**src/hdl/text_console_char_writer_assert.svh**
```systemverilog
// ----------------------------------------------------------------------------
// text console char writer assertion macros
// checks on the clock, TCCW_CHECK off while reset is held (TCCW_CHECK_ALL is not), silent in synthesis
// ----------------------------------------------------------------------------
`ifndef TEXT_CONSOLE_CHAR_WRITER_ASSERT_SVH
`define TEXT_CONSOLE_CHAR_WRITER_ASSERT_SVH

`ifndef SYNTHESIS
`define TCCW_CHECK(lbl, prop, msg) \
    lbl: assert property (@(posedge i_clk) disable iff (!i_rst_n) prop) else $error(msg);
`define TCCW_CHECK_ALL(lbl, prop, msg) \
    lbl: assert property (@(posedge i_clk) prop) else $error(msg);
`else
`define TCCW_CHECK(lbl, prop, msg)
`define TCCW_CHECK_ALL(lbl, prop, msg)
`endif

`endif

```
**src/hdl/tccw_pkg.sv**
```systemverilog
// ----------------------------------------------------------------------------
// tccw_pkg
// types and constants of the text console char writer
// ----------------------------------------------------------------------------
package tccw_pkg;

    localparam logic [7:0]  CH_NL  = 8'd10;
    localparam logic [7:0]  CH_TAB = 8'd9;
    localparam logic [7:0]  CH_BS  = 8'd8;
    localparam logic [7:0]  CH_SPACE = 8'd32;
    localparam logic [7:0]  ATTR_RESET = 8'd15;

    // geometry in cells (two bytes each)
    localparam logic [14:0] LINE_CELLS = 15'd80;
    localparam logic [14:0] BUF_CELLS  = 15'd16384;
    localparam logic [15:0] VIEW_CELLS = 16'd2000;
    // reciprocal of 5 for the divide by 80, exact for quotients of 11-bit inputs
    localparam logic [21:0] RECIP5     = 22'd1639;

    typedef enum logic {
        REQ_PUT = 1'b0,
        REQ_SET = 1'b1
    } t_req;

    typedef enum logic [1:0] {
        KIND_CELL   = 2'd0,
        KIND_UPDATE = 2'd1,
        KIND_SET    = 2'd2,
        KIND_REJECT = 2'd3
    } t_kind;

    typedef struct packed {
        t_req       req_type;
        logic [7:0] char_code;
        logic [6:0] column;
        logic [7:0] row;
    } t_in_beat;

    typedef struct packed {
        t_kind       kind;
        logic [13:0] cell_index;
        logic [7:0]  cell_char;
        logic [7:0]  cell_attr;
        logic [14:0] cursor_cell;
        logic [13:0] start_cell;
        logic        in_range;
        logic        last;
    } t_out_beat;

    // what one request does: cell writes first, then one closing beat
    typedef struct packed {
        logic [2:0]  n_writes;
        t_kind       fin_kind;
        logic        commit;
        logic [14:0] cursor;
        logic [14:0] view;
        logic [13:0] wr_base;
        logic [7:0]  wr_char;
        logic        in_range;
    } t_plan;

endpackage

```
**src/hdl/tccw_step.sv**
```systemverilog
// ----------------------------------------------------------------------------
// tccw_step
// decodes one request against the cursor and view registers into a plan
// ----------------------------------------------------------------------------
module tccw_step (
    input  tccw_pkg::t_in_beat i_item,
    input  logic [14:0]        i_cursor,
    input  logic [14:0]        i_view,
    output tccw_pkg::t_plan    o_plan
);
    import tccw_pkg::*;

    logic [10:0] div_in;
    logic [21:0] div_prod;
    logic [8:0]  line_idx;
    logic [14:0] line_base;
    logic [6:0]  col;
    logic [8:0]  new_line;
    logic [14:0] new_cursor;
    logic [14:0] line_start;
    logic [15:0] view_limit;
    logic        scroll;
    logic [14:0] set_cell;
    logic [14:0] tab_room;

    // cursor / 80 = (cursor / 16) / 5
    assign div_in    = i_cursor[14:4];
    assign div_prod  = 22'(div_in) * RECIP5;
    assign line_idx  = div_prod[21:13];
    assign line_base = 15'(line_idx) * LINE_CELLS;
    assign col       = 7'(i_cursor - line_base);

    assign set_cell  = 15'(i_item.row) * LINE_CELLS + 15'(i_item.column);
    assign tab_room  = BUF_CELLS - i_cursor;

    always_comb begin
        case (i_item.char_code)
            CH_NL: begin
                new_cursor = line_base + LINE_CELLS;
                new_line   = line_idx + 9'd1;
            end
            CH_TAB: begin
                new_cursor = i_cursor + 15'd4;
                new_line   = (col >= 7'd76) ? line_idx + 9'd1 : line_idx;
            end
            CH_BS: begin
                new_cursor = i_cursor - 15'd1;
                new_line   = (col == 7'd0) ? line_idx - 9'd1 : line_idx;
            end
            default: begin
                new_cursor = i_cursor + 15'd1;
                new_line   = (col == 7'd79) ? line_idx + 9'd1 : line_idx;
            end
        endcase
    end

    assign line_start = 15'(new_line) * LINE_CELLS;
    assign view_limit = 16'(i_view) + VIEW_CELLS;
    assign scroll     = 16'(line_start) >= view_limit;

    always_comb begin
        o_plan          = '0;
        o_plan.wr_base  = i_cursor[13:0];
        o_plan.view     = i_view;
        o_plan.fin_kind = KIND_REJECT;
        if (i_item.req_type == REQ_SET) begin
            o_plan.fin_kind = KIND_SET;
            o_plan.commit   = 1'b1;
            o_plan.cursor   = set_cell;
            o_plan.in_range = set_cell < BUF_CELLS;
        end else if (i_cursor >= BUF_CELLS - 15'd1) begin
            o_plan.fin_kind = KIND_REJECT;
        end else if (i_item.char_code == CH_BS && i_cursor == 15'd0) begin
            o_plan.fin_kind = KIND_REJECT;
        end else begin
            o_plan.fin_kind = KIND_UPDATE;
            o_plan.commit   = 1'b1;
            o_plan.cursor   = new_cursor;
            o_plan.view     = scroll ? i_view + LINE_CELLS : i_view;
            case (i_item.char_code)
                CH_NL, CH_BS: begin
                    o_plan.n_writes = 3'd0;
                end
                CH_TAB: begin
                    // tab cells past the buffer end are dropped
                    o_plan.n_writes = (tab_room < 15'd4) ? tab_room[2:0] : 3'd4;
                    o_plan.wr_char  = CH_SPACE;
                end
                default: begin
                    o_plan.n_writes = 3'd1;
                    o_plan.wr_char  = i_item.char_code;
                end
            endcase
        end
    end

endmodule

```
**src/hdl/text_console_char_writer.sv**
```systemverilog
// the request is held in the item register, each result beat in the output register
// throughput: one result beat per cycle while the output is not stalled; a request
//   has 1 to 5 results (a tab the most), issued through the single result register
// the next request is taken in the cycle its closing beat is issued
// reset (synchronous, active low) clears cursor and view, sets the attribute to 15
// ----------------------------------------------------------------------------
// text_console_char_writer
// 80-column text console: cell writes, cursor moves, one-line scrolling
// ----------------------------------------------------------------------------
`include "text_console_char_writer_assert.svh"

module text_console_char_writer (
    input  logic                i_clk,
    input  logic                i_rst_n,
    input  logic                i_in_valid,
    output logic                o_in_stall,
    input  tccw_pkg::t_in_beat  i_in_data,
    output logic                o_out_valid,
    input  logic                i_out_stall,
    output tccw_pkg::t_out_beat o_out_data,
    input  logic                i_cfg_valid,
    output logic                o_cfg_ready,
    input  logic [7:0]          i_cfg_data
);
    import tccw_pkg::*;

    logic        r_item_v, n_item_v;
    t_in_beat    r_item, n_item;
    logic [2:0]  r_idx, n_idx;
    logic        r_out_v, n_out_v;
    t_out_beat   r_out, n_out;
    logic [7:0]  r_attr, n_attr;
    logic [14:0] r_cursor, n_cursor;
    logic [14:0] r_view, n_view;

    t_plan       plan;
    t_out_beat   beat;
    logic        emit_ok;
    logic        is_fin;
    logic        done;
    logic        accept;

    tccw_step u_step (
        .i_item   (r_item),
        .i_cursor (r_cursor),
        .i_view   (r_view),
        .o_plan   (plan)
    );

    assign emit_ok    = r_item_v && (!r_out_v || !i_out_stall);
    assign is_fin     = r_idx == plan.n_writes;
    assign done       = emit_ok && is_fin;
    assign o_in_stall = r_item_v && !done;
    assign accept     = i_in_valid && !o_in_stall;
    assign o_cfg_ready = 1'b1;

    always_comb begin
        beat = '0;
        if (!is_fin) begin
            beat.kind       = KIND_CELL;
            beat.cell_index = plan.wr_base + 14'(r_idx);
            beat.cell_char  = plan.wr_char;
            beat.cell_attr  = r_attr;
        end else begin
            beat.kind = plan.fin_kind;
            beat.last = 1'b1;
            if (plan.fin_kind == KIND_UPDATE || plan.fin_kind == KIND_SET) begin
                beat.cursor_cell = plan.cursor;
                beat.start_cell  = plan.view[13:0];
                beat.in_range    = plan.in_range;
            end
        end
    end

    always_comb begin
        n_item_v = r_item_v;
        n_item   = r_item;
        n_idx    = r_idx;
        n_out_v  = r_out_v;
        n_out    = r_out;
        n_attr   = r_attr;
        n_cursor = r_cursor;
        n_view   = r_view;

        if (emit_ok) begin
            n_out_v = 1'b1;
            n_out   = beat;
            n_idx   = r_idx + 3'd1;
        end else if (!i_out_stall) begin
            n_out_v = 1'b0;
        end

        if (done) begin
            n_item_v = 1'b0;
            n_idx    = 3'd0;
            if (plan.commit) begin
                n_cursor = plan.cursor;
                n_view   = plan.view;
            end
        end

        if (accept) begin
            n_item_v = 1'b1;
            n_item   = i_in_data;
        end

        if (i_cfg_valid) begin
            n_attr = i_cfg_data;
        end
    end

    always_ff @(posedge i_clk) begin
        if (!i_rst_n) begin
            r_item_v <= 1'b0;
            r_idx    <= 3'd0;
            r_out_v  <= 1'b0;
            r_attr   <= ATTR_RESET;
            r_cursor <= 15'd0;
            r_view   <= 15'd0;
        end else begin
            r_item_v <= n_item_v;
            r_idx    <= n_idx;
            r_out_v  <= n_out_v;
            r_attr   <= n_attr;
            r_cursor <= n_cursor;
            r_view   <= n_view;
        end
        r_item <= n_item;
        r_out  <= n_out;
    end

    assign o_out_valid = r_out_v;
    assign o_out_data  = r_out;

    // only cell writes continue a request, every other beat closes it
    `TCCW_CHECK(a_last_kind, o_out_valid |-> ((o_out_data.kind == KIND_CELL) != o_out_data.last), "last flag does not match beat kind")
    // the beat counter never runs past the closing beat
    `TCCW_CHECK(a_idx_bound, r_item_v |-> (r_idx <= plan.n_writes), "result counter overran the plan")
    // a new request enters only when the held one is absent or closing
    `TCCW_CHECK(a_take_free, (i_in_valid && !o_in_stall) |-> (!r_item_v || done), "request taken over a busy one")
    // the view only ever moves down by one line
    `TCCW_CHECK(a_view_step, ($past(i_rst_n) && r_view != $past(r_view)) |-> (r_view == 15'($past(r_view) + LINE_CELLS)), "view moved by other than one line")
    // a cursor move is always reported by a closing beat
    `TCCW_CHECK_ALL(a_cursor_beat, (i_rst_n && r_item_v && plan.commit && done) |=> (r_out_v && r_out.last), "cursor moved without a closing beat")

endmodule

```
**config.mk**
```make
export PLATFORM = sky130hd
export DESIGN_NAME = text_console_char_writer
export DESIGN_NICKNAME = d
export VERILOG_FILES = /design/src/hdl/tccw_pkg.sv /design/src/hdl/tccw_step.sv /design/src/hdl/text_console_char_writer.sv
export VERILOG_INCLUDE_DIRS = /design/src /design/src/hdl
export SDC_FILE = /design/constraint.sdc
export NUM_CORES = 1
export LEC_CHECK = 0
export BUFFER_PORTS_ARGS = -buffer_cell sky130_fd_sc_hd__buf_2
export CORE_UTILIZATION = 45
export CTS_CLUSTER_SIZE = 24
export DETAILED_ROUTE_END_ITERATION = 10
export SETUP_SLACK_MARGIN = 0.1
export SYNTH_ARGS = -nofsm -noshare
export SYNTH_HDL_FRONTEND = slang
export SYNTH_SLANG_ARGS = --single-unit
```
**constraint.sdc**
```tcl
create_clock -name i_clk -period 16.18 [get_ports i_clk]
set_input_delay 3.236 -clock i_clk [delete_from_list [all_inputs] [get_ports i_clk]]
set_output_delay 3.236 -clock i_clk [all_outputs]
set_load 0.005 [all_outputs]
```
==> Yosys cells after proc, flatten, opt, wreduce, memory -nomap -nowiden <==
Index checks and enable logic that the tools add are counted.
{ "classes": {"n_addsub": 13, "n_mul": 4, "order_cmp": 5, "eq_ne": 8, "mux": 23, "bitwise": 4, "reduce_logical": 21} }
{ "ops": {"columns": ["op", "count"], "rows": [
  ["$mux 31", 2],
  ["$pmux 15 s3", 1],
  ["$add 15x7->15 const B", 2],
  ["$mux 9", 3],
  ["$pmux 9 s3", 1],
  ["$eq 8x4->1 const B", 3],
  ["$mul 11x11->22 const B", 1],
  ["$mul 9x3->11 const B", 2],
  ["$mux 18", 1],
  ["$add 15x11->16 const B", 1],
  ["$ge 15x16->1", 1],
  ["$pmux 8 s2", 1],
  ["$add 15x1->15 const B", 1],
  ["$add 15x3->15 const B", 1],
  ["$add 15x7->15", 1],
  ["$ge 15x14->1 const B", 1],
  ["$logic_not 15->1", 1],
  ["$lt 15x15->1 const B", 1],
  ["$lt 15x3->1 const B", 1],
  ["$mux 15", 1],
  ["$sub 15x1->15 const B", 1],
  ["$sub 15x15->15 const A", 1],
  ["$add 14x3->14", 1],
  ["$mux 14", 1],
  ["26 further kinds", 47]
]} }
{ "totals": {"register_bits": 130, "input_bits": 37, "output_inout_bits": 66} }

==> Logic depth before layout (Yosys ltp) <==
Gate-level depths: netlist of the first run.
{ "logic_depth": {"word_depth": 15, "ltp_mapped": 45, "ltp_nobuf": 44} }

==> Modules after synthesis <==
Synthesis of the first run repeated with hierarchy kept, for this count alone.
{ "hier_totals": {"cells_unflattened": 1308, "area_unflattened_um2": 12107.9} }
{ "by_module_without_submodules": {"columns": ["mod", "n_inst", "cells_per_inst", "area_per_inst_um2", "seq_area_each_um2"], "rows": [
  ["tccw_step", 1, 915, 7010.5, 0.0],
  ["text_console_char_writer", 1, 393, 5097.4, 3473.3]
]} }

==> Worst setup path before layout of the first run <==
OpenSTA, ideal clock, no wires.
{ "synth_path": {"path_type": "register to register", "from": "register r_cursor[5]", "to": "register r_out (netlist bit o_out_data[12]), data pin", "arrival_time_ps": 10078, "required_ps": 15923, "slack_ps": 5846, "stages_incl_launch_ff": 41, "path_cell_list": "dfxtp_1 -> clkbuf_1 -> inv_1 -> ha_1 -> xor2_1 -> ha_1 -> a21o_1 -> fa_1 -> fa_1 -> inv_1 -> fa_1 -> inv_1 -> ha_1 -> a211o_1 -> a21o_1 -> a2111o_1 -> nor3_2 -> ha_1 -> [... 5 more ...] -> nor2_1 -> nor2_1 -> o221ai_1 -> a22oi_1 -> ha_1 -> ha_1 -> a21oi_1 -> o21bai_1 -> a21oi_1 -> o21bai_1 -> a21oi_1 -> xnor2_1 -> ha_1 -> and3_1 -> o211ai_1 -> a2111oi_0 -> xnor2_1 -> nor2_1"} }
{ "synth_between": {"elab_chain_cells": 12, "word_cells_on_any_way": 36, "classes_between": "add/sub: 4; mul: 3; order compare: 4; eq/ne: 4; mux: 16; reduce/logical: 5"} }
{ "synth_lines": {"columns": ["element", "line_no", "text"], "rows": [
  ["start: declaration", "text_console_char_writer.sv:33", "logic [14:0] r_cursor, n_cursor;"],
  ["start signal: assignment", "text_console_char_writer.sv:125", "r_cursor <= n_cursor;"],
  ["$mul 11x11->22", "tccw_step.sv:28", "assign div_prod = 22'(div_in) * RECIP5;"],
  ["$mul 9x3->11", "tccw_step.sv:30", "assign line_base = 15'(line_idx) * LINE_CELLS;"],
  ["$sub 7x7->7", "tccw_step.sv:31", "assign col = 7'(i_cursor - line_base);"],
  ["$ge 7x7->1 (tied with other cells)", "tccw_step.sv:44", "new_line = (col >= 7'd76) ? line_idx + 9'd1 : line_idx;"],
  ["$mux 9 (on tied branches)", "tccw_step.sv:44, tccw_step.sv:48, tccw_step.sv:52", null],
  ["$pmux 9 s3", "tccw_step.sv:37", "case (i_item.char_code)"],
  ["$mul 9x3->11", "tccw_step.sv:57", "assign line_start = 15'(new_line) * LINE_CELLS;"],
  ["$ge 15x16->1", "tccw_step.sv:59", "assign scroll = 16'(line_start) >= view_limit;"],
  ["$mux 15", "tccw_step.sv:79", "o_plan.view = scroll ? i_view + LINE_CELLS : i_view;"],
  ["$mux 31", "tccw_step.sv:73", "end else if (i_item.char_code == CH_BS && i_cursor == 15'd0) begin"],
  ["$mux 31", "tccw_step.sv:71", "end else if (i_cursor >= BUF_CELLS - 15'd1) begin"],
  ["$mux 14", "tccw_step.sv:66", "if (i_item.req_type == REQ_SET) begin"],
  ["end signal: assignment", "text_console_char_writer.sv:129", "r_out <= n_out;"],
  ["end: declaration", "text_console_char_writer.sv:31", "t_out_beat r_out, n_out;"]
]} }
Parallel ways exist; a longest one is shown, timed or not.
A chain may end at the register's enable or synchronous reset.

==> Final worst setup path of the first run <==
Same ends and word-level chain as after synthesis.

==> impl_results.md, run 1 <==
* MaxCap Viol Count at 0
* HP Start: r_attr[0]
* Final hold vios at 0
* Adder-cell share of the synthesized area at 22.6%
* Dominant combinational cell family by area after synthesis: adder cells
* Num CTS Buffers at 17
* Antenna diodes at 0
* Multi-input gate area at 0.00822 mm²
* Setup TNS at 0 ns
* First-pass GRT wire length at 54.0 mm
* Fraction of final layout cells sized beyond drive strength 1 at 11.7%
* DP Worst Slack at 4.65 ns
* Clock Latency Late Sink at 0.43 ns
* Tot Pwr at 1740 µW
* H-Tree Depth at 4
* Asr flop ratio synth at 0%
* Worst EP required at 16.35 ns
* Detailed Place HPWL at 26.4 mm
* Via count of the routed design at 10249
* Post-Syn Area at 0.0122 mm²
* Chip height at 167 µm
* Highest net fanout along the worst path at 15
* #FFs+latches synth at 122
* GR Util All Layers at 24.9%
* Hold Crit Class: reg -> reg
* Critical Path Source Type: flip-flop
* Initial Util at 46.3%
* Crit. Startpoint: r_cursor[5]
* Syn_area_per_cell at 9.12 µm²
* WHS Path Cells at 2
* Vias in the first global route at 9839
* CTS max path bufs at 2
* Worst-path clk slew at 0.07 ns
* Layout Nets at 1652
* Area Growth Syn to Fin at 10.8%
* CTS tree: yes
* Met3 WL at 2.08 mm
* Vias per cell at 5.81
* CP max stage cell: a2111oi_0
* Final setup fails at 0
* Simple-Gate Fraction of Synth Area at 17.5%
* Routed wire length at 33.9 mm
* Initial DRC count at 779
* Slew @ Worst Pin at 0.932 ns
* Wire length on met2 at 15.4 mm
* Wl on met1 at 15.7 mm
* Post_cts resized at 0
* Most used cell along the critical path: ha_1
* Multiplexer share of the synthesized area at 1.32%
* Yosys warning count at 0
* CTS sink count at 122
* Final ANT Viol Nets at 0
* Post-CTS Setup Inserts at 0
* Gr ovfl total at 0
* Max Used Layer: met5
* FILL cells at 2470
* Worst r2r src: r_cursor[5]
* Clock root buffer: clkbuf_16
* Fin crit share at 72.9%
* Post-route core utilization at 51.3%
* Crit end category: flip-flop
* Fin Clk Skew at 0.0123 ns
* Sequential Area at 0.00327 mm²
* Initial antenna violation count at 1
* Routability congestion estimate at 0.939
* WL per Instance at 19.2 µm
* Worst rel slew slack at 37.8%
* Port bufs at 97
* Die width at 167 µm
* Main synth FF type: edfxtp_1
* Min Tclk post-route at 11.79 ns
* Pwr per Cell Area at 129 mW/mm²
* Mapped Cells at 1337
* Most frequent cells in the layout: 160 x ha_1, 124 x inv_1, 97 x buf_2
* Drt first pass iters at 7
* XOR/XNOR share of the synthesized area at 7.25%
* Die area at 0.0278 mm²
* Most common cell after layout, fill and taps aside: ha_1
* Reg2reg path depth at 38
* Fmax at 84.8 MHz
* Compound-Gate Fraction of Synth Area at 18.5%
* Status: finished clean
* Fin. max-slew vios at 0
* Drc violations at 0
* Largest vdd supply drop at 0.0742 mV
* Leakage at 0.00608 µW
* CP arrival at 11.96 ns
* Pin count of the biggest net entering global routing at 64
* Sequential cell area fraction in the yosys report at 26.8%
* Worst stage delay on the critical path at 0.86 ns
* Rows at 59
* Hold_buf cts at 0
* R2R setup slack at 4.39 ns
* RSZ-0062 raised after global routing: false
* Unique masters post-synth at 90
* Core area at 0.0264 mm²
* I/O Pins at 103
* Final WS setup at 4.39 ns
* Crit Path Class: reg -> reg
* EDFF count, synth at 83
-- stage by stage --
step	area, µm²	hold slack, ns	instances
after floorplan	12200	0.433	1340
after global placement	12900	0.444	1733
after global routing	13500	0.487	1765
after CTS	13500	0.471	1765
after detailed placement	12900	0.453	1733
final	13500	0.470	1765
-- registers in the layout, indices dropped and copies added (netlist names) --
| signal | flops |
|---|---|
| r_idx | 3 |
| o_out_valid | 1 |
| r_cursor | 15 |
| r_item_v | 1 |
| o_out_data | 59 |
| r_attr | 8 |
| r_view | 11 |
| r_item | 24 |
-- synth_stat cells, types with 6 or more instances --
master | number | area share, %
ha_1 | 160 | 16
inv_1 | 125 | 3.8
nor2_1 | 87 | 2.7
nand2_1 | 84 | 2.6
edfxtp_1 | 83 | 20
xnor2_1 | 76 | 5.5
a21oi_1 | 65 | 2.7
o21ai_0 | 54 | 2.2
dfxtp_1 | 39 | 6.4
nand3_1 | 39 | 1.6
fa_1 | 38 | 6.2
nor2b_1 | 32 | 1.6
clkbuf_1 | 29 | 0.89
and3_1 | 27 | 1.4
nor3_1 | 27 | 1.1
xor2_1 | 25 | 1.8
a21o_1 | 21 | 1.3
and2_1 | 20 | 1.0
o21a_1 | 19 | 1.2
or3_1 | 19 | 0.97
o211ai_1 | 18 | 1.1
mux2i_1 | 15 | 1.2
a211oi_1 | 14 | 0.86
nand2b_1 | 14 | 0.72
o21bai_1 | 12 | 0.74
a31oi_1 | 11 | 0.56
a22oi_1 | 9 | 0.55
nor4_1 | 9 | 0.46
a211o_1 | 8 | 0.57
buf_4 | 8 | 0.49
nand4_1 | 8 | 0.41
o211a_1 | 8 | 0.66
o21ai_1 | 8 | 0.33
o22ai_1 | 8 | 0.41
or2_2 | 7 | 0.36
and4_1 | 6 | 0.43
buf_2 | 6 | 0.25
-- path summary, 6_finish.rpt --
kind	end
worst min-delay path	r_attr[0]
worst max-delay path	o_out_data[12]
worst min register to register	r_attr[0]
worst max register to register	o_out_data[12]
-- report_power, final --
group / internal, µW / switching, µW
Combinational: 375 / 608
Sequential: 361 / 23.5
Clock: 205 / 167
Total: 941 / 799
-- area by class of cell --
cell class / instances / share of cell area, %
Clock inverter: 15 / 1.09
Inverter: 129 / 3.58
Clock buffer: 17 / 3.15
Sequential cell: 122 / 24.2
Tap cell: 335 / 3.10
Timing Repair Buffer: 105 / 4.04
Multi-Input combinational cell: 1042 / 60.8
-- routing by layer --
layer | up-vias | global-route usage (%)
met3 | 41 | 3.87
li1 | 5003 | -
met1 | 4854 | 34.7
met4 | 2 | 7.00
met2 | 349 | 39.7
met5 | - | 0
-- kinds of logic after synthesis --
family | after synthesis
flops | 122
fa+ha+maj | 198
other cells | 2
buf+inv | 176
mux | 16
xor+xnor | 101
simple gates | 404
compound gates | 318
-- worst max-delay path, delay by kind of cell (launching register included) --
family                   cells  cell delay [ns]
adder cells (fa/ha/maj)     10             4.01
AO/OA/AOI/OAI               13             3.57
AND/OR/NAND/NOR              8             2.08
XOR/XNOR                     4             0.81
flip-flops                   1             0.74
buffers and inverters        3             0.30
No activity file was read; power rests on OpenSTA's default activity.
==> run 2: changes to the inputs <==
Clock period 16.18 ns to 12.1 ns, I/O delays scaled along.
==> run 2 against run 1 <==
Via count rose by 1.0%. Cell count rose by 0.34%. Largest cell class unchanged. Die area did not move. Critical endpoint unchanged. Utilization rose by 0.20 points. Clock-buffer cell count did not move. Worst hold slack got worse by 0.0036 ns. Critical path depth rose by 2. Sequential power rose by 33%. Non-clock buffer count rose by 6. Combinational power rose by 36%. Sequential share of layout area fell by 0.085 points. Critical path type unchanged. Sequential cell count did not move.
==> impl_results.md, run 2 (synthesis gave the netlist of run 1 again) <==
* Worst r2r src: r_cursor[4] (was r_cursor[5])
* R2R setup slack at 0.88 ns (was 4.39 ns)
* Die area at 0.0278 mm² (unchanged)
* H-Tree Depth at 4 (unchanged)
* Min Tclk post-route at 11.22 ns (was 11.79 ns)
* Clock root buffer: clkbuf_16 (unchanged)
* GR Util met2 at 40.7% (was 39.7%)
* Fin Clk Skew at 0.0161 ns (was 0.0123 ns)
* Fin crit share at 92.7% (was 72.9%)
* Worst rel slew slack at 37.0% (was 37.8%)
* Most used cell along the critical path: ha_1 (unchanged)
* Port bufs at 97 (unchanged)
* Final setup fails at 0 (unchanged)
* Via count of the routed design at 10355 (was 10249)
* Most common cell after layout, fill and taps aside: ha_1 (unchanged)
* Routed wire length at 34.7 mm (was 33.9 mm)
* Critical Path Source Type: flip-flop (unchanged)
* Highest net fanout along the worst path at 13 (was 15)
* Antenna diodes at 0 (unchanged)
* WL per Instance at 19.6 µm (was 19.2 µm)
* CTS sink count at 122 (unchanged)
* Fmax at 89.1 MHz (was 84.8 MHz)
* Initial Util at 46.3% (unchanged)
* Worst stage delay on the critical path at 0.69 ns (was 0.86 ns)
* Reg2reg path depth at 40 (was 38)
* CTS max path bufs at 2 (unchanged)
* HP Start: r_attr[0] (unchanged)
* Met1 Resource Use GR at 35.6% (was 34.7%)
* Crit Path Class: reg -> reg (unchanged)
* Layout Nets at 1658 (was 1652)
* CP arrival at 11.38 ns (was 11.96 ns)
* Worst EP required at 12.26 ns (was 16.35 ns)
* Routability congestion estimate at 0.930 (was 0.939)
* DP Worst Slack at 0.790 ns (was 4.65 ns)
* Crit end category: flip-flop (unchanged)
* CP max stage cell: dfxtp_1 (was a2111oi_0)
* Worst-path clk slew at 0.07 ns (about the same)
* Post-route core utilization at 51.5% (was 51.3%)
* Final hold vios at 0 (unchanged)
* I/O Pins at 103 (unchanged)
* Most frequent cells in the layout: 159 x ha_1, 124 x inv_1, 97 x buf_2 (was 160 x ha_1, 124 x inv_1, 97 x buf_2)
* WHS Path Cells at 2 (unchanged)
* GRT busiest layer: met2 (unchanged)
* Vias in the first global route at 9894 (was 9839)
* Fraction of final layout cells sized beyond drive strength 1 at 12.3% (was 11.7%)
* Final WS setup at 0.880 ns (was 4.39 ns)
* Slew @ Worst Pin at 0.943 ns (was 0.932 ns)
* Pin count of the biggest net entering global routing at 64 (unchanged)
* Worst min-delay path endpoint: r_attr[0] (unchanged)
* Final ANT Viol Nets at 0 (unchanged)
* Critical R2R Capture: o_out_data[12] (unchanged)
* Gr ovfl total at 0 (unchanged)
* GR Util All Layers at 25.4% (was 24.9%)
* Drc violations at 0 (unchanged)
* Clock Latency Late Sink at 0.43 ns (about the same)
* Area Growth Syn to Fin at 11.2% (was 10.8%)
* Status: finished clean (unchanged)
* Fin. max-slew vios at 0 (unchanged)
* MaxCap Viol Count at 0 (unchanged)
* Rows at 59 (unchanged)
* Detailed Place HPWL at 26.9 mm (was 26.4 mm)
* Vias per cell at 5.85 (was 5.81)
* Num CTS Buffers at 17 (unchanged)
* Met3 Use GR at 3.92% (was 3.87%)
* Largest vdd supply drop at 0.100 mV (was 0.0742 mV)
* Hold Crit Class: reg -> reg (unchanged)
* Drt first pass iters at 5 (was 7)
* First-pass GRT wire length at 54.8 mm (was 54.0 mm)
* Hold_buf cts at 0 (unchanged)
* RSZ-0062 raised after global routing: true (was false)
* Number of flip-flops in the largest register at 59 (unchanged)
* Initial DRC count at 786 (was 779)
* Initial antenna violation count at 0 (was 1)
* Pwr per Cell Area at 173 mW/mm² (was 129 mW/mm²)
* Die width at 167 µm (unchanged)
* Leakage at 0.00611 µW (was 0.00608 µW)
* CTS tree: yes (unchanged)
* Chip height at 167 µm (unchanged)
* Core area at 0.0264 mm² (unchanged)
## run 2: cell types whose count changed in the layout (fill, tap and decap cells not counted), sizes merged
cell    previous run  this run
inv              137       135
clkinv             4         6
buf              105       111
## run 2: critical path: cells and delay by family (launching register included)
family                   cells  cell delay (ns)
buffers and inverters        6             0.71
flip-flops                   1             0.69
AO/OA/AOI/OAI               11             2.73
AND/OR/NAND/NOR              9             2.22
adder cells (fa/ha/maj)     11             4.15
XOR/XNOR                     3             0.43
## run 2: power breakdown
group	internal, µW	switching, µW
Sequential	483	27.7
Clock	273	226
Combinational	510	826
## run 2: routing by layer
layer / up-vias / share of wire (%)
li1: 5001 / -
met5: - / 0
met3: 46 / 5.9
met2: 366 / 45
met1: 4942 / 47
met4: 0 / 1.9
## run 2: how the worst max path moves through the flow
stage / from / end / slack (ns)
2_1_floorplan: r_cursor[5] / o_out_data[12] / 1.77
3_3_place_gp: r_cursor[5] / o_out_data[12] / 0.94
3_5_place_dp: r_cursor[5] / o_out_data[12] / 0.79
4_1_cts: r_cursor[5] / o_out_data[12] / 0.67
5_1_grt: r_cursor[4] / o_out_data[12] / -0.02
6_report: r_cursor[4] / o_out_data[12] / 0.88
## run 2: area by class of cell
class                           count  area, µm²
Clock buffer                       17        425
Clock inverter                     15        150
Sequential cell                   122       3270
Timing Repair Buffer              111        591
Fill cell                        2488      12800
Multi-Input combinational cell   1042       8220
Inverter                          129        484
Tap cell                          335        419
## run 2: through the flow
stage / total power [µW] / std cells / hold WS, ns / cell area (µm²) / setup TNS [ns]
final: 2350 / 1771 / 0.467 / 13600 / 0
after global routing: 2550 / 1771 / 0.488 / 13600 / -0.0236
after CTS: 2340 / 1771 / 0.471 / 13600 / 0
after detailed placement: 1830 / 1739 / 0.453 / 13000 / 0
after global placement: 1810 / 1739 / 0.445 / 13000 / 0
after floorplan: 1490 / 1340 / 0.433 / 12200 / 0
## run 2: what timing repair did
action,CTS,global route
resized for setup,0,3
endpoints found under the setup margin,0,11
buffers inserted,0,0
==> run 3: changes to the inputs <==
Settings changed: CTS_BUF_LIST from default to sky130_fd_sc_hd__clkbuf_4 sky130_fd_sc_hd__clkbuf_8.
==> run 3 against run 2 <==
Clock-buffer cell count is the same. Routed wire length is 0.40% lower. Sequential cell count unchanged. Sequential power is essentially flat. Design area fell by 1.4%. Maximum frequency is 0.39% higher. Worst setup slack improved by 0.043 ns. Global-route usage fell by 0.082 points. Die area unchanged. Power fell by 5.8%. Sequential share of layout area increased by 0.35 points. First-iteration DRC count increased by 6.1%.
==> impl_results.md, run 3 (synthesis gave the netlist of run 1 again) <==
* Status: finished clean (unchanged)
* RSZ-0062 raised after global routing: true (unchanged)
* Gr ovfl total at 0 (unchanged)
* Chip height at 167 µm (unchanged)
* Highest net fanout along the worst path at 12 (was 13)
* Post-CTS Setup Inserts at 0 (unchanged)
* Vias in the first global route at 9888 (was 9894)
* Fin Clk Skew at 0.0249 ns (was 0.0161 ns)
* MaxCap Viol Count at 0 (unchanged)
* DP Worst Slack at 0.790 ns (unchanged)
* Number of flip-flops in the largest register at 59 (unchanged)
* Num CTS Buffers at 17 (unchanged)
* Fmax at 89.5 MHz (was 89.1 MHz)
* Final setup fails at 0 (unchanged)
* Die area at 0.0278 mm² (unchanged)
* Worst r2r src: r_cursor[6] (was r_cursor[4])
* CP max stage cell: dfxtp_1 (unchanged)
* Via count of the routed design at 10349 (was 10355)
* Pin count of the biggest net entering global routing at 64 (unchanged)
* CTS sink count at 122 (unchanged)
* Routed wire length at 34.6 mm (was 34.7 mm)
* Antenna diodes at 0 (unchanged)
* Vias per cell at 5.84 (was 5.85)
* Die width at 167 µm (unchanged)
* Drt first pass iters at 5 (unchanged)
* Initial Util at 46.3% (unchanged)
* Detailed Place HPWL at 26.9 mm (unchanged)
* CTS tree: yes (unchanged)
* Routability congestion estimate at 0.930 (unchanged)
* Crit end category: flip-flop (unchanged)
* GR Util All Layers at 25.3% (was 25.4%)
* Layout Nets at 1658 (unchanged)
* Pwr per Cell Area at 165 mW/mm² (was 173 mW/mm²)
* Slew @ Worst Pin at 0.934 ns (was 0.943 ns)
* CP arrival at 11.37 ns (was 11.38 ns)
* Most used cell along the critical path: ha_1 (unchanged)
* Port bufs at 97 (unchanged)
* Worst rel slew slack at 37.6% (was 37.0%)
* I/O Pins at 103 (unchanged)
* CTS max path bufs at 2 (unchanged)
* Crit. Startpoint: r_cursor[6] (was r_cursor[4])
* R2R setup slack at 0.92 ns (was 0.88 ns)
* Placed Area at 0.0130 mm² (unchanged)
* Post-route core utilization at 50.8% (was 51.5%)
* Worst-path clk slew at 0.11 ns (was 0.07 ns)
* Final instance area at 0.0134 mm² (was 0.0136 mm²)
* Final WS setup at 0.923 ns (was 0.880 ns)
* WL per Instance at 19.5 µm (was 19.6 µm)
* Core area at 0.0264 mm² (unchanged)
* Clock Latency Late Sink at 0.47 ns (was 0.43 ns)
* Critical Path Source Type: flip-flop (unchanged)
* Fin crit share at 92.4% (was 92.7%)
* HP Start: r_attr[2] (was r_attr[0])
* First-pass GRT wire length at 54.8 mm (about the same)
* Area Growth Syn to Fin at 9.64% (was 11.2%)
* Leakage at 0.00602 µW (was 0.00611 µW)
* Tot Pwr at 2210 µW (was 2350 µW)
* Worst EP required at 12.29 ns (was 12.26 ns)
* Worst stage delay on the critical path at 0.75 ns (was 0.69 ns)
* H-Tree Depth at 4 (unchanged)
* Final ANT Viol Nets at 0 (unchanged)
* Fraction of final layout cells sized beyond drive strength 1 at 12.3% (unchanged)
* Initial DRC count at 834 (was 786)
* Initial antenna violation count at 0 (unchanged)
* Fin. max-slew vios at 0 (unchanged)
* Min Tclk post-route at 11.18 ns (was 11.22 ns)
* Drc violations at 0 (unchanged)
* Most common cell after layout, fill and taps aside: ha_1 (unchanged)
* Crit Path Class: reg -> reg (unchanged)
* Final hold vios at 0 (unchanged)
* Clock root buffer: clkbuf_8 (was clkbuf_16)
* Hold Crit Class: reg -> reg (unchanged)
* Rows at 59 (unchanged)
* Most frequent cells in the layout: 159 x ha_1, 124 x inv_1, 97 x buf_2 (unchanged)
* Largest vdd supply drop at 0.0935 mV (was 0.100 mV)
==> run 3: area by class of cell <==
| type | count | area (µm²) |
|---|---|---|
| clock buffers | 17 | 234 |
| inverters | 129 | 484 |
| fillers | 2514 | 13000 |
| repair buffers | 111 | 591 |
| multi-input cells | 1042 | 8220 |
| clock inverters | 15 | 150 |
| well taps | 335 | 419 |
| flip-flops and latches | 122 | 3270 |
==> run 3: worst paths after layout <==
check,endpoint,depth (start not counted)
worst max register to register,o_out_data[12],41
worst min register to register,r_attr[2],2
worst max-delay path,o_out_data[12],41
worst min-delay path,r_attr[2],2
==> run 3: timing repair <==
item	CTS	global route
setup endpoints to repair	0	10
resized for setup	0	3
hold buffers	0	0
==> run 3: critical path: cells and delay by family (launching register included) <==
kind	cells	cell delay, ns
DFF	1	0.75
buffers and inverters	4	0.46
xor gates and xnor gates	5	0.76
and+or+nand+nor	10	2.34
adders and majority gates	10	3.69
AOI/OAI and AO/OA	12	2.88
==> run 3: metal layers <==
| layer | GRT usage [%] | up-vias | part of all wire (%) |
|---|---|---|---|
| li1 | - | 4999 | - |
| met2 | 40.3 | 334 | 45 |
| met1 | 35.7 | 4963 | 47 |
| met5 | 0 | - | 0 |
| met4 | 7.45 | 0 | 2.1 |
| met3 | 3.52 | 53 | 5.4 |
==> run 3: power breakdown <==
| group | total, µW | switching (µW) | internal (µW) |
|---|---|---|---|
| Clock | 363 | 211 | 153 |
| Sequential | 510 | 27.5 | 483 |
| Combinational | 1340 | 827 | 510 |
==> run 3: per-stage QoR <==
step                instances  hold slack, ns  TNS [ns]
floorplan                1340           0.433         0
global placement         1739           0.445         0
detailed placement       1739           0.453         0
CTS                      1771           0.478         0
global route             1771           0.497  -0.00397
finish                   1771           0.473         0
